--- src/design/tle_pkg.sv ---
// Shared types, key codes and the microprogram of the terminal line editor.
// Used by tle_seq and terminal_line_editor; depends on nothing else.
`default_nettype none

package tle_pkg;

   localparam int TLE_LINE_WIDTH = 40;
   localparam int KEY_W          = 8;
   localparam int CHAR_W         = 7;
   localparam int STEP_W         = 5;

   localparam logic [KEY_W-1:0]  KEY_LF     = 8'h0A;
   localparam logic [KEY_W-1:0]  KEY_CR     = 8'h0D;
   localparam logic [KEY_W-1:0]  KEY_EOF    = 8'h04;
   localparam logic [KEY_W-1:0]  KEY_KILL   = 8'h15;
   localparam logic [KEY_W-1:0]  KEY_WERASE = 8'h17;
   localparam logic [KEY_W-1:0]  KEY_DEL    = 8'h7F;
   localparam logic [KEY_W-1:0]  PRINT_LOW  = 8'h20;
   localparam logic [KEY_W-1:0]  PRINT_HIGH = 8'h7E;
   localparam logic [CHAR_W-1:0] CHAR_SPACE = 7'h20;

   typedef logic [STEP_W-1:0] tle_step_type;

   // Entry points and loop heads of the microprogram.
   localparam tle_step_type STEP_IDLE     = 5'd0;
   localparam tle_step_type STEP_NEWLINE  = 5'd1;
   localparam tle_step_type STEP_EOF      = 5'd2;
   localparam tle_step_type STEP_DEL      = 5'd3;
   localparam tle_step_type STEP_DEL_DROP = 5'd4;
   localparam tle_step_type STEP_KILL     = 5'd5;
   localparam tle_step_type STEP_KILL_DROP= 5'd6;
   localparam tle_step_type STEP_WERASE   = 5'd7;
   localparam tle_step_type STEP_WE_TEST  = 5'd8;
   localparam tle_step_type STEP_WE_SPACE = 5'd9;
   localparam tle_step_type STEP_WE_DEC   = 5'd10;
   localparam tle_step_type STEP_WE_READ  = 5'd11;
   localparam tle_step_type STEP_WE_WORD  = 5'd12;
   localparam tle_step_type STEP_PRINT    = 5'd13;
   localparam tle_step_type STEP_WRAP     = 5'd14;
   localparam tle_step_type STEP_STORE    = 5'd15;
   localparam tle_step_type STEP_BELL     = 5'd16;

   typedef enum logic [1:0] {
      ACT_ECHO  = 2'd0,
      ACT_ERASE = 2'd1,
      ACT_BELL  = 2'd2,
      ACT_END   = 2'd3
   } tle_act_type;

   typedef enum logic [1:0] {
      BSEL_ZERO,
      BSEL_KEY,
      BSEL_LF
   } tle_bsel_type;

   typedef enum logic [1:0] {
      LAST_ZERO,
      LAST_ONE,
      LAST_COND
   } tle_last_type;

   typedef enum logic [1:0] {
      LEN_HOLD,
      LEN_CLEAR,
      LEN_DEC,
      LEN_INC
   } tle_lenop_type;

   typedef enum logic [2:0] {
      COND_ALWAYS,
      COND_LEN_ZERO,
      COND_LEN_ONE,
      COND_NOT_SPACE,
      COND_LEN_FULL,
      COND_STOP_WORD
   } tle_cond_type;

   // One control word of the microprogram.
   typedef struct packed {
      logic          dispatch;
      logic          emit;
      tle_act_type   act;
      tle_bsel_type  bsel;
      tle_last_type  lsel;
      tle_lenop_type lop;
      logic          wr;
      logic          set_done;
      tle_cond_type  cond;
      tle_step_type  tgt_t;
      tle_step_type  tgt_f;
   } tle_uop_type;

   // Status from the datapath to the sequencer.
   typedef struct packed {
      logic         start;
      tle_step_type entry;
      logic         out_free;
      logic         len_zero;
      logic         len_one;
      logic         len_full;
      logic         not_space;
      logic         stop_word;
   } tle_flags_type;

   // Control from the sequencer to the datapath.
   typedef struct packed {
      tle_uop_type uop;
      logic        cond_val;
      logic        fire;
      logic        idle;
   } tle_ctl_type;

   // Chooses the routine that handles a newly accepted key.
   function automatic tle_step_type tle_entry(input logic [KEY_W-1:0] key,
                                              input logic len_zero);
      tle_step_type step;
      if (key == KEY_LF || key == KEY_CR)
         step = STEP_NEWLINE;
      else if (key == KEY_EOF && len_zero)
         step = STEP_EOF;
      else if (key == KEY_DEL)
         step = STEP_DEL;
      else if (key == KEY_KILL)
         step = STEP_KILL;
      else if (key == KEY_WERASE)
         step = STEP_WERASE;
      else if (key inside {[PRINT_LOW:PRINT_HIGH]})
         step = STEP_PRINT;
      else
         step = STEP_BELL;
      return step;
   endfunction

   // The microprogram. Each erase step emits one result; the word erase
   // reads the character below the top of the line before deciding.
   function automatic tle_uop_type tle_uop_rom(input tle_step_type step);
      tle_uop_type u;
      u.dispatch = 1'b0;
      u.emit     = 1'b0;
      u.act      = ACT_ECHO;
      u.bsel     = BSEL_ZERO;
      u.lsel     = LAST_ZERO;
      u.lop      = LEN_HOLD;
      u.wr       = 1'b0;
      u.set_done = 1'b0;
      u.cond     = COND_ALWAYS;
      u.tgt_t    = STEP_IDLE;
      u.tgt_f    = STEP_IDLE;
      case (step)
         STEP_IDLE: begin
            u.dispatch = 1'b1;
         end
         STEP_NEWLINE: begin
            u.emit = 1'b1;
            u.bsel = BSEL_KEY;
            u.lsel = LAST_ONE;
            u.lop  = LEN_CLEAR;
         end
         STEP_EOF: begin
            u.emit     = 1'b1;
            u.act      = ACT_END;
            u.lsel     = LAST_ONE;
            u.set_done = 1'b1;
         end
         STEP_DEL: begin
            u.cond  = COND_LEN_ZERO;
            u.tgt_f = STEP_DEL_DROP;
         end
         STEP_DEL_DROP: begin
            u.emit = 1'b1;
            u.act  = ACT_ERASE;
            u.lsel = LAST_ONE;
            u.lop  = LEN_DEC;
         end
         STEP_KILL: begin
            u.cond  = COND_LEN_ZERO;
            u.tgt_f = STEP_KILL_DROP;
         end
         STEP_KILL_DROP: begin
            u.emit  = 1'b1;
            u.act   = ACT_ERASE;
            u.lsel  = LAST_COND;
            u.lop   = LEN_DEC;
            u.cond  = COND_LEN_ONE;
            u.tgt_f = STEP_KILL_DROP;
         end
         STEP_WERASE: begin
            u.cond  = COND_LEN_ZERO;
            u.tgt_f = STEP_WE_TEST;
         end
         STEP_WE_TEST: begin
            u.cond  = COND_NOT_SPACE;
            u.tgt_t = STEP_WE_DEC;
            u.tgt_f = STEP_WE_SPACE;
         end
         STEP_WE_SPACE: begin
            // Whatever lies below a trailing space is also erased.
            u.emit  = 1'b1;
            u.act   = ACT_ERASE;
            u.lsel  = LAST_COND;
            u.lop   = LEN_DEC;
            u.cond  = COND_LEN_ONE;
            u.tgt_f = STEP_WERASE;
         end
         STEP_WE_DEC: begin
            u.lop   = LEN_DEC;
            u.tgt_t = STEP_WE_READ;
            u.tgt_f = STEP_WE_READ;
         end
         STEP_WE_READ: begin
            u.tgt_t = STEP_WE_WORD;
            u.tgt_f = STEP_WE_WORD;
         end
         STEP_WE_WORD: begin
            // The character was already dropped; report it now that the
            // next one down is known.
            u.emit  = 1'b1;
            u.act   = ACT_ERASE;
            u.lsel  = LAST_COND;
            u.cond  = COND_STOP_WORD;
            u.tgt_f = STEP_WE_DEC;
         end
         STEP_PRINT: begin
            u.cond  = COND_LEN_FULL;
            u.tgt_t = STEP_WRAP;
            u.tgt_f = STEP_STORE;
         end
         STEP_WRAP: begin
            u.emit  = 1'b1;
            u.bsel  = BSEL_LF;
            u.lop   = LEN_CLEAR;
            u.tgt_t = STEP_STORE;
            u.tgt_f = STEP_STORE;
         end
         STEP_STORE: begin
            u.emit = 1'b1;
            u.bsel = BSEL_KEY;
            u.lsel = LAST_ONE;
            u.lop  = LEN_INC;
            u.wr   = 1'b1;
         end
         STEP_BELL: begin
            u.emit = 1'b1;
            u.act  = ACT_BELL;
            u.lsel = LAST_ONE;
         end
         default: begin
            u.tgt_t = STEP_IDLE;
         end
      endcase
      return u;
   endfunction

endpackage

`default_nettype wire

--- src/design/tle_ram.sv ---
// Generic single-write, single-read memory with registered read data.
// Stand-alone; used for the line store of the terminal line editor.
`default_nettype none

module tle_ram #(
   parameter int WIDTH = 8,
   parameter int DEPTH = 16,
   localparam int AW = (DEPTH > 1) ? $clog2(DEPTH) : 1
) (
   input  wire logic             clock,
   input  wire logic             wr_en,
   input  wire logic [AW-1:0]    wr_addr,
   input  wire logic [WIDTH-1:0] wr_data,
   input  wire logic [AW-1:0]    rd_addr,
   output logic      [WIDTH-1:0] rd_data
);

   logic [WIDTH-1:0] mem_ff [DEPTH];
   logic [WIDTH-1:0] rd_data_ff;

   always_ff @(posedge clock) begin
      if (wr_en) begin
         mem_ff[wr_addr] <= wr_data;
      end
      rd_data_ff <= mem_ff[rd_addr];
   end

   assign rd_data = rd_data_ff;

endmodule

`default_nettype wire

--- src/design/tle_seq.sv ---
// Microcode sequencer: step counter, program table and conditional jumps.
// Depends on tle_pkg for the control word and the program.
`default_nettype none

module tle_seq
   import tle_pkg::*;
(
   input  wire logic          clock,
   input  wire logic          reset,
   input  wire tle_flags_type flags,
   output tle_ctl_type        ctl
);

   tle_step_type step_ff;
   tle_step_type step_in;
   tle_uop_type  uop;
   logic         cond_val;
   logic         fire;

   assign uop = tle_uop_rom(step_ff);

   always_comb begin
      case (uop.cond)
         COND_ALWAYS:    cond_val = 1'b1;
         COND_LEN_ZERO:  cond_val = flags.len_zero;
         COND_LEN_ONE:   cond_val = flags.len_one;
         COND_NOT_SPACE: cond_val = flags.not_space;
         COND_LEN_FULL:  cond_val = flags.len_full;
         COND_STOP_WORD: cond_val = flags.stop_word;
         default:        cond_val = 1'b1;
      endcase
   end

   // A step that emits waits until the output register can take the result.
   assign fire = !(uop.emit && !flags.out_free);

   always_comb begin
      if (uop.dispatch) begin
         step_in = flags.start ? flags.entry : STEP_IDLE;
      end else if (fire) begin
         step_in = cond_val ? uop.tgt_t : uop.tgt_f;
      end else begin
         step_in = step_ff;
      end
   end

   always_ff @(posedge clock) begin
      if (reset) begin
         step_ff <= STEP_IDLE;
      end else begin
         step_ff <= step_in;
      end
   end

   assign ctl.uop      = uop;
   assign ctl.cond_val = cond_val;
   assign ctl.fire     = fire && !uop.dispatch;
   assign ctl.idle     = (step_ff == STEP_IDLE);

endmodule

`default_nettype wire

--- src/design/terminal_line_editor.sv ---
//  Channel   Ports                                          Direction
//  request   req_valid, req_stall, req_key_byte            in (stall out)
//  result    rsp_valid, rsp_stall, rsp_action,             out (stall in)
//            rsp_echo_byte, rsp_last
//
// From idle the microprogram runs a step a cycle; a step that emits waits while a result
// is stalled. Newline, EOF and bell run their own step; a printable byte runs PRINT, WRAP
// on a full line, then STORE; DEL runs DEL, then DEL_DROP unless the line is empty; Ctrl-U
// runs KILL, then KILL_DROP per erased character; Ctrl-W erases trailing spaces, then runs
// WE_DEC, WE_READ (for the registered read of the line store) and WE_WORD per character.
// Reset clears the line length, the end-of-session flag, the sequencer and rsp_valid.
// A new request is taken once the sequencer is at idle, even with the last result waiting.
// Depends on tle_pkg, tle_seq and tle_ram.
`default_nettype none

module terminal_line_editor
   import tle_pkg::*;
#(
   parameter int LINE_WIDTH = TLE_LINE_WIDTH
) (
   input  wire logic             clock,
   input  wire logic             reset,
   input  wire logic             req_valid,
   output logic                  req_stall,
   input  wire logic [KEY_W-1:0] req_key_byte,
   output logic                  rsp_valid,
   input  wire logic             rsp_stall,
   output logic      [1:0]       rsp_action,
   output logic      [KEY_W-1:0] rsp_echo_byte,
   output logic                  rsp_last
);

   localparam int LEN_W = $clog2(LINE_WIDTH + 1);
   localparam int AW    = (LINE_WIDTH > 1) ? $clog2(LINE_WIDTH) : 1;

   tle_flags_type     flags;
   tle_ctl_type       ctl;
   logic              accept;
   logic              load_out;
   logic [KEY_W-1:0]  key_ff;
   logic [LEN_W-1:0]  len_ff;
   logic [LEN_W-1:0]  len_in;
   logic              done_ff;
   logic              done_in;
   logic              rsp_valid_ff;
   logic              rsp_valid_in;
   logic [1:0]        action_ff;
   logic [KEY_W-1:0]  byte_ff;
   logic [KEY_W-1:0]  byte_in;
   logic              last_ff;
   logic              last_in;
   logic [AW-1:0]     rd_addr;
   logic [CHAR_W-1:0] rd_data;
   logic              len_zero;

   assign req_stall = !ctl.idle;
   assign accept    = req_valid && !req_stall;
   assign len_zero  = (len_ff == '0);

   // The read port looks at the top character of the line, or address 0 when it is empty.
   assign rd_addr = len_zero ? '0 : AW'(len_ff - LEN_W'(1));

   tle_ram #(
      .WIDTH (CHAR_W),
      .DEPTH (LINE_WIDTH)
   ) u_line_store (
      .clock   (clock),
      .wr_en   (ctl.fire && ctl.uop.wr),
      .wr_addr (len_ff[AW-1:0]),
      .wr_data (key_ff[CHAR_W-1:0]),
      .rd_addr (rd_addr),
      .rd_data (rd_data)
   );

   always_comb begin
      flags.start     = accept;
      flags.entry     = done_ff ? STEP_IDLE : tle_entry(req_key_byte, len_zero);
      flags.out_free  = !rsp_valid_ff || !rsp_stall;
      flags.len_zero  = len_zero;
      flags.len_one   = (len_ff == LEN_W'(1));
      flags.len_full  = (len_ff >= LEN_W'(LINE_WIDTH));
      flags.not_space = (rd_data != CHAR_SPACE);
      flags.stop_word = len_zero || (rd_data == CHAR_SPACE);
   end

   tle_seq u_seq (
      .clock (clock),
      .reset (reset),
      .flags (flags),
      .ctl   (ctl)
   );

   assign load_out = ctl.fire && ctl.uop.emit;

   always_comb begin
      len_in = len_ff;
      if (ctl.fire) begin
         case (ctl.uop.lop)
            LEN_CLEAR: len_in = '0;
            LEN_DEC:   len_in = len_ff - LEN_W'(1);
            LEN_INC:   len_in = len_ff + LEN_W'(1);
            default:   len_in = len_ff;
         endcase
      end
   end

   assign done_in = done_ff || (ctl.fire && ctl.uop.set_done);

   always_comb begin
      case (ctl.uop.bsel)
         BSEL_KEY: byte_in = key_ff;
         BSEL_LF:  byte_in = KEY_LF;
         default:  byte_in = '0;
      endcase
      case (ctl.uop.lsel)
         LAST_ONE:  last_in = 1'b1;
         LAST_COND: last_in = ctl.cond_val;
         default:   last_in = 1'b0;
      endcase
   end

   assign rsp_valid_in = load_out || (rsp_valid_ff && rsp_stall);

   always_ff @(posedge clock) begin
      if (reset) begin
         len_ff       <= '0;
         done_ff      <= 1'b0;
         rsp_valid_ff <= 1'b0;
      end else begin
         len_ff       <= len_in;
         done_ff      <= done_in;
         rsp_valid_ff <= rsp_valid_in;
      end
   end

   always_ff @(posedge clock) begin
      if (accept) begin
         key_ff <= req_key_byte;
      end
      if (load_out) begin
         action_ff <= ctl.uop.act;
         byte_ff   <= byte_in;
         last_ff   <= last_in;
      end
   end

   assign rsp_valid     = rsp_valid_ff;
   assign rsp_action    = action_ff;
   assign rsp_echo_byte = byte_ff;
   assign rsp_last      = last_ff;

`ifndef ASSERT_OFF
   a_no_result_after_end: assert property (@(posedge clock) disable iff (reset)
      done_ff |-> !load_out)
      else $error("result produced after end of session");

   a_last_returns_idle: assert property (@(posedge clock) disable iff (reset)
      (load_out && last_in) |=> ctl.idle)
      else $error("sequencer still busy after the final result of a request");

   a_store_in_range: assert property (@(posedge clock) disable iff (reset)
      (ctl.fire && ctl.uop.wr) |-> (len_ff < LEN_W'(LINE_WIDTH)))
      else $error("line store written beyond the line width");

   a_erase_needs_char: assert property (@(posedge clock) disable iff (reset)
      (ctl.fire && ctl.uop.lop == LEN_DEC) |-> !len_zero)
      else $error("erase step on an empty line");
`endif

endmodule

`default_nettype wire
--- config.mk ---
export PLATFORM = sky130hd
export DESIGN_NAME = terminal_line_editor
export DESIGN_NICKNAME = d
export VERILOG_FILES = /design/src/design/tle_pkg.sv /design/src/design/tle_ram.sv /design/src/design/tle_seq.sv /design/src/design/terminal_line_editor.sv
export SDC_FILE = /design/constraint.sdc
export NUM_CORES = 1
export LEC_CHECK = 0
export BUFFER_PORTS_ARGS = -buffer_cell sky130_fd_sc_hd__buf_2
export CELL_PAD_IN_SITES_DETAIL_PLACEMENT = 0
export CELL_PAD_IN_SITES_GLOBAL_PLACEMENT = 1
export CORE_MARGIN = 5
export CORE_UTILIZATION = 57
export DETAILED_ROUTE_END_ITERATION = 10
export HOLD_SLACK_MARGIN = 0.08
export PLACE_DENSITY_LB_ADDON = 0.1
export SETUP_SLACK_MARGIN = 0.5
export SYNTH_ARGS = -nofsm -noshare
export SYNTH_HDL_FRONTEND = slang
export SYNTH_SLANG_ARGS = --single-unit
--- constraint.sdc ---
create_clock -name clock -period 6.2 [get_ports clock]
set_input_delay 0.31 -clock clock [delete_from_list [all_inputs] [get_ports clock]]
set_output_delay 0.31 -clock clock [all_outputs]
set_load 0.01 [all_outputs]
[Word level (Yosys, flattened, before mapping)]
Memory sizes are Yosys's and may differ from the RTL's. A register that Yosys moved wholly into a read port is not among the register bits.
Index checks and enable logic that the tools add are counted.
Word-level totals
  register bits: 32
  bits in writable memories: 280
  input bits: 12
  output and inout port bits: 13
  memories kept: 1
Memories
  u_line_store.mem_ff: depth 40, width 7, read ports 1, clocked after memory_dff 1, wr ports 1, RTL line tle_ram.sv:18  | logic [WIDTH-1:0] mem_ff [DEPTH];
Cells by class
  add/sub/neg operators: 2
  $lt $le $gt $ge: 3
  equal/unequal tests: 38
  multiplexer cells: 29
  reductions and logical operators: 35
Operators with widths (count)
  two-way mux 5 bit: 10
  equality test 5 x 4 -> 1 bit (second input constant): 8
  one-hot mux 4 bit (9 select lines): 1
  equality test 5 x 3 -> 1 bit (second input constant): 4
  one-hot mux 4 bit (5 select lines): 1
  one-hot mux 6 bit (3 select lines): 1
  equality test 8 x 4 -> 1 bit (second input constant): 2
  equality test 8 x 5 -> 1 bit (second input constant): 2
  one-hot mux 8 bit (2 select lines): 1
  one-hot mux 3 bit (5 select lines): 1
  one-hot mux 2 bit (3 select lines): 2
  equality test 5 x 2 -> 1 bit (second input constant): 2
  OR reduction 2 bit: 5
  logical AND 1 bit: 9
  OR reduction 9 bit: 1
  equality test 2 bit (second input constant): 4
  equality test 8 x 3 -> 1 bit (second input constant): 1
  equality test 8 x 7 -> 1 bit (second input constant): 1
  greater-or-equal comparator 8 x 6 -> 1 bit (second input constant): 1
  <= comparator 8 x 7 -> 1 bit (second input constant): 1
  one-hot mux 2 bit (2 select lines): 2
  OR reduction 4 bit: 2
  equality test 7 x 6 -> 1 bit (second input constant): 1
  != test 7 x 6 -> 1 bit (second input constant): 1
  24 further kinds: 43

[Logic depth before layout (Yosys ltp)]
  depth in word-level cells: 11
  gate-level depth with buffers: 15

[Hierarchy]
From an unflattened synthesis, not the netlist that was laid out.
Second synthesis, totals
  cells, all modules: 913
  area, all modules: 13799.5 µm²
By module, submodules not included
  tle_ram: times used 1, cells each 616, area an instance 11368.4 µm², sequential area each 8548.2 µm²
  terminal_line_editor: times used 1, cells each 158, area an instance 1545.2 µm², sequential area each 730.7 µm²
  tle_seq: times used 1, cells each 139, area an instance 885.8 µm², sequential area each 100.1 µm²

[Worst setup path before layout]
OpenSTA, ideal clock, no wires.
  path kind: reg-to-reg
  start point: register len_ff[0]
  end point: register u_line_store.rd_data_ff[3], in the netlist u_line_store.rd_data[3], read port of u_line_store.mem_ff
  library setup time: 0.121 ns
  arrival time: 2.586 ns
  data required time: 6.079 ns
  path slack: 3.493 ns
  cell stages (with the launch flop): 15
  buffers on the path: 6
  clock period less this slack: 2.707 ns
  cell sequence: dfxtp_1 > buf_2 > inv_1 > buf_2 > buf_2 > ha_1 > buf_2 > nor2b_2 > a21oi_1 > buf_4 > buf_1 > nand3_1 > and3_1 > nor3_1 > a2bb2oi_2
Between the ends
  longest elaborated chain between the ends: 2
  elaborated cells on any way between the ends: 3
Ends and longest elaborated chain
  start: declaration: RTL line terminal_line_editor.sv:41  | logic [LEN_W-1:0] len_ff;
  start signal: assignment: RTL line terminal_line_editor.sv:130  | len_ff <= len_in;
  subtractor 6 x 1 -> 6 bit / zero test 6 bit (equally long branches): RTL line terminal_line_editor.sv:61, terminal_line_editor.sv:58
  two-way mux 6 bit *: RTL line terminal_line_editor.sv:61  | assign rd_addr = len_zero ? '0 : AW'(len_ff - LEN_W'(1));
  end: declaration: RTL line tle_ram.sv:19  | logic [WIDTH-1:0] rd_data_ff;
Every way passes the cells marked *; elsewhere a longest branch is shown, timed or not.
A chain may end at the register's enable or synchronous reset.

[Final worst setup path]
  start point: register len_ff[0]
  end point: register u_line_store.rd_data_ff[6], in the netlist u_line_store.rd_data[6], read port of u_line_store.mem_ff
The elaborated chain is that of the path after synthesis.

==> flow_summary.yaml <==
routing:
  finalWirelength_um: 31500
  firstDrtPassIters: 5
  viasPerCell: 6.28
  antenna_left: 0
  vias: 8310
  wl_per_cell_um: 23.8
  initialDrtViolationCount: 1035
  drc: 0
flow_run:
  maxCapViolations: 0
placed_design:
  gp_congestion: 0.879
  port_buffers: 24
  place_hpwl_um: 20300
  dp.cells: 1261
floorplanning:
  start_util_pct: 58.0
  core_mm2: 0.0235
  die_width_um: 165
  num_rows: 56
  die_h_um: 165
  pin_count: 25
  die_area_mm2: 0.0272
timing:
  period_minus_slack_ps: 4120
  max_freq_ghz: 0.243
  fin_crit_sh_pct: 66.4
  tightest_slew_ps: 1150
  drv_slew: 0
  finClkSkew_ps: 15.6
  relSlewSlack_pct: 23.2
  hold_ws_ps: 103
  setup_viol: 0
  fin_tns_setup_ps: 0
  final_hold_viol_count: 0
  rsz0062_at_grt: "false"
clock_tree:
  cts_tree: "done"
  post_cts_buffers: 0
  cts_resized: 0
  clk_path_buf_depth: 3
  clkLatencyLatePin_ps: 570
  root_buffer: "clkbuf_16"
  clkTransAtPathRegs_ps: 70
  numCtsBuffers: 31
  ctsHoldBuffers: 8
  clock-sinks: 319
  htree_num_levels: 1
finish:
  drive_gt1_share_pct: 12.1
  antenna_cells: 0
  layout_commonest_cell: "edfxtp_1"
  nNetsFinal: 1002
  nFillCells: 1784
  finish.utilization_pct: 63.7
  fin_cells: 1324
  most-common-layout-cells: "edfxtp_1, nor2_1, nand2_1, mux2i_1, a21oi_1"
  syn2layout_area_growth_pct: 9.84
setup_path:
  critPathMaxFanout: 57
  path_class: "reg -> reg"
  cp-start-kind: "flip-flop"
  crit_arrival_ps: 4600
  critical_path.endpoint_type: "flip-flop"
  worstPathRequired_ps: 6690
global_route:
  grt_pass1_vias: 8247
  track_usage_pct: 23.9
  grt_pass1_wl_um: 48800
  overflow: 0
  grt_max_degree: 61
  antenna_found_initial: 0
power_and_ir_drop:
  peakVddDrop_uv: 244
  p_total_mw: 5.06
  p_per_area_mw_per_mm2: 337
  p_leak_nw: 4.78
yosys:
  synth_edf_count: 299
  synth.net_count: 983
  synth_top_family_by_area: "simple AND/OR/NAND/NOR gates"
  synth.avg_cell_area_um2: 14.2
  synth_mux_area_share_pct: 7.28
  synth-compound-area-share_pct: 9.03
  ys_ff_latch: 319
  ys_warn_count: 0
  synth_area_mm2: 0.0137
  synth-xor-area-share_pct: 0.385
  ys_seq_area_share_pct: 68.7
  ys_async_sr_fraction_pct: 0
  synth_ff_type: "edfxtp_1"
  synth_cells: 964
  ys_types: 73
  synth-adder-area-share_pct: 0.641
  synth-simple-area-share_pct: 11.1
run_status:
  outcome: "finished, final reports clean"
worst_hold_path:
  hold_class: "in -> reg"
[sequential cells by signal, indices dropped and copies added (netlist names), 2 cells and up]
name and flops:
u_line_store.mem_ff 280, u_seq.step_ff 5, rsp_echo_byte 8, len_ff 6, key_ff 8, rsp_action 2, u_line_store.rd_data 7
[per-layer routing]
layer  wire (um)  global-route usage, %  share of wire, %  up-vias
met1       13300                   33.8                42     4103
met4         924                   6.99               2.9        0
met3        2510                   4.34               8.0       68
met2       14800                   38.4                47      365
li1            -                      -                 -     3774
met5           0                      0                 0        -
[Yosys cell counts (all sizes together), types with 2 or more instances]
| cell type | number | area, um2 |
|---|---|---|
| mux2i | 60 | 601 |
| a22oi | 5 | 37.5 |
| and2 | 7 | 43.8 |
| xnor2 | 2 | 17.5 |
| a221oi | 2 | 23.8 |
| clkbuf | 16 | 60.1 |
| a311oi | 2 | 17.5 |
| inv | 12 | 45.0 |
| or3 | 12 | 80.1 |
| nor2 | 86 | 325 |
| a32oi | 14 | 123 |
| o22ai | 9 | 56.3 |
| o21ai | 17 | 88.8 |
| buf | 42 | 292 |
| o211ai | 30 | 225 |
| nor4 | 2 | 18.8 |
| o221ai | 21 | 184 |
| nor3b | 4 | 30.0 |
| nor2b | 6 | 40.0 |
| a31oi | 9 | 56.3 |
| nor3 | 38 | 221 |
| nand2b | 7 | 43.8 |
| or4b | 2 | 20.0 |
| mux2 | 7 | 78.8 |
| o21a | 2 | 15.0 |
| and3 | 22 | 138 |
| or2 | 3 | 18.8 |
| a2bb2oi | 8 | 82.6 |
| ha | 7 | 87.6 |
| nand3 | 32 | 160 |
| a21oi | 37 | 189 |
| dfxtp | 20 | 400 |
| nand3b | 4 | 30.0 |
| edfxtp | 299 | 8980 |
| o2bb2ai | 2 | 17.5 |
| xor2 | 4 | 35.0 |
| o31ai | 2 | 20.0 |
| nand2 | 81 | 304 |
| mux4 | 14 | 315 |
[worst paths after layout]
kind | slack, ps | startpoint | depth (start not counted) | to
max | 2080 | len_ff[0] | 10 | u_line_store.rd_data[6]
min | 100 | reset | 2 | len_ff[1]
max reg2reg | 2080 | len_ff[0] | 10 | u_line_store.rd_data[6]
min reg2reg | 520 | done_ff | 2 | done_ff
[kinds of logic (layout without fill, tap and decap cells)]
group                    Yosys count  after routing
flip-flops                       319            319
AND/OR/NAND/NOR                  311            311
AO/OA/AOI/OAI                    170            170
multiplexers                      81             81
buffers and inverters             70            111
adder cells (fa/ha/maj)            7              7
XOR/XNOR                           6              6
[final cells by class]
| type | instances | area [um2] | area share [%] |
|---|---|---|---|
| sequential | 319 | 9380 | 62.5 |
| multi-input combinational | 575 | 3910 | 26.0 |
| clock buffer | 45 | 868 | 5.79 |
| tap | 319 | 399 | 2.66 |
| timing repair buffer | 44 | 290 | 1.93 |
| clock inverter | 10 | 114 | 0.759 |
| inverter | 12 | 45.0 | 0.300 |
[power breakdown]
part / internal [mW] / total [mW] / switching [mW]
clock: 1.05 / 1.82 / 0.765
combinational: 0.251 / 0.753 / 0.502
sequential: 2.45 / 2.49 / 0.0386
[worst max-delay path, stage by stage (launching register included)]
cell and delay (ps):
dfxtp_2 320, inv_1 570, ha_1 450, nand2b_1 280, o21ai_4 200, buf_4 560
nand2_1 510, o221ai_1 330, a21oi_1 70, nor3_1 520, a2bb2oi_1 200
[stage by stage]
stage               area [um2]  setup WS, ps
detailed placement       13900          2150
finish                   15000          2080
global route             15000          1730
floorplan                13700          3490
CTS                      15000          2110
global placement         13900          2240
(Power assumes the default switching activity.)
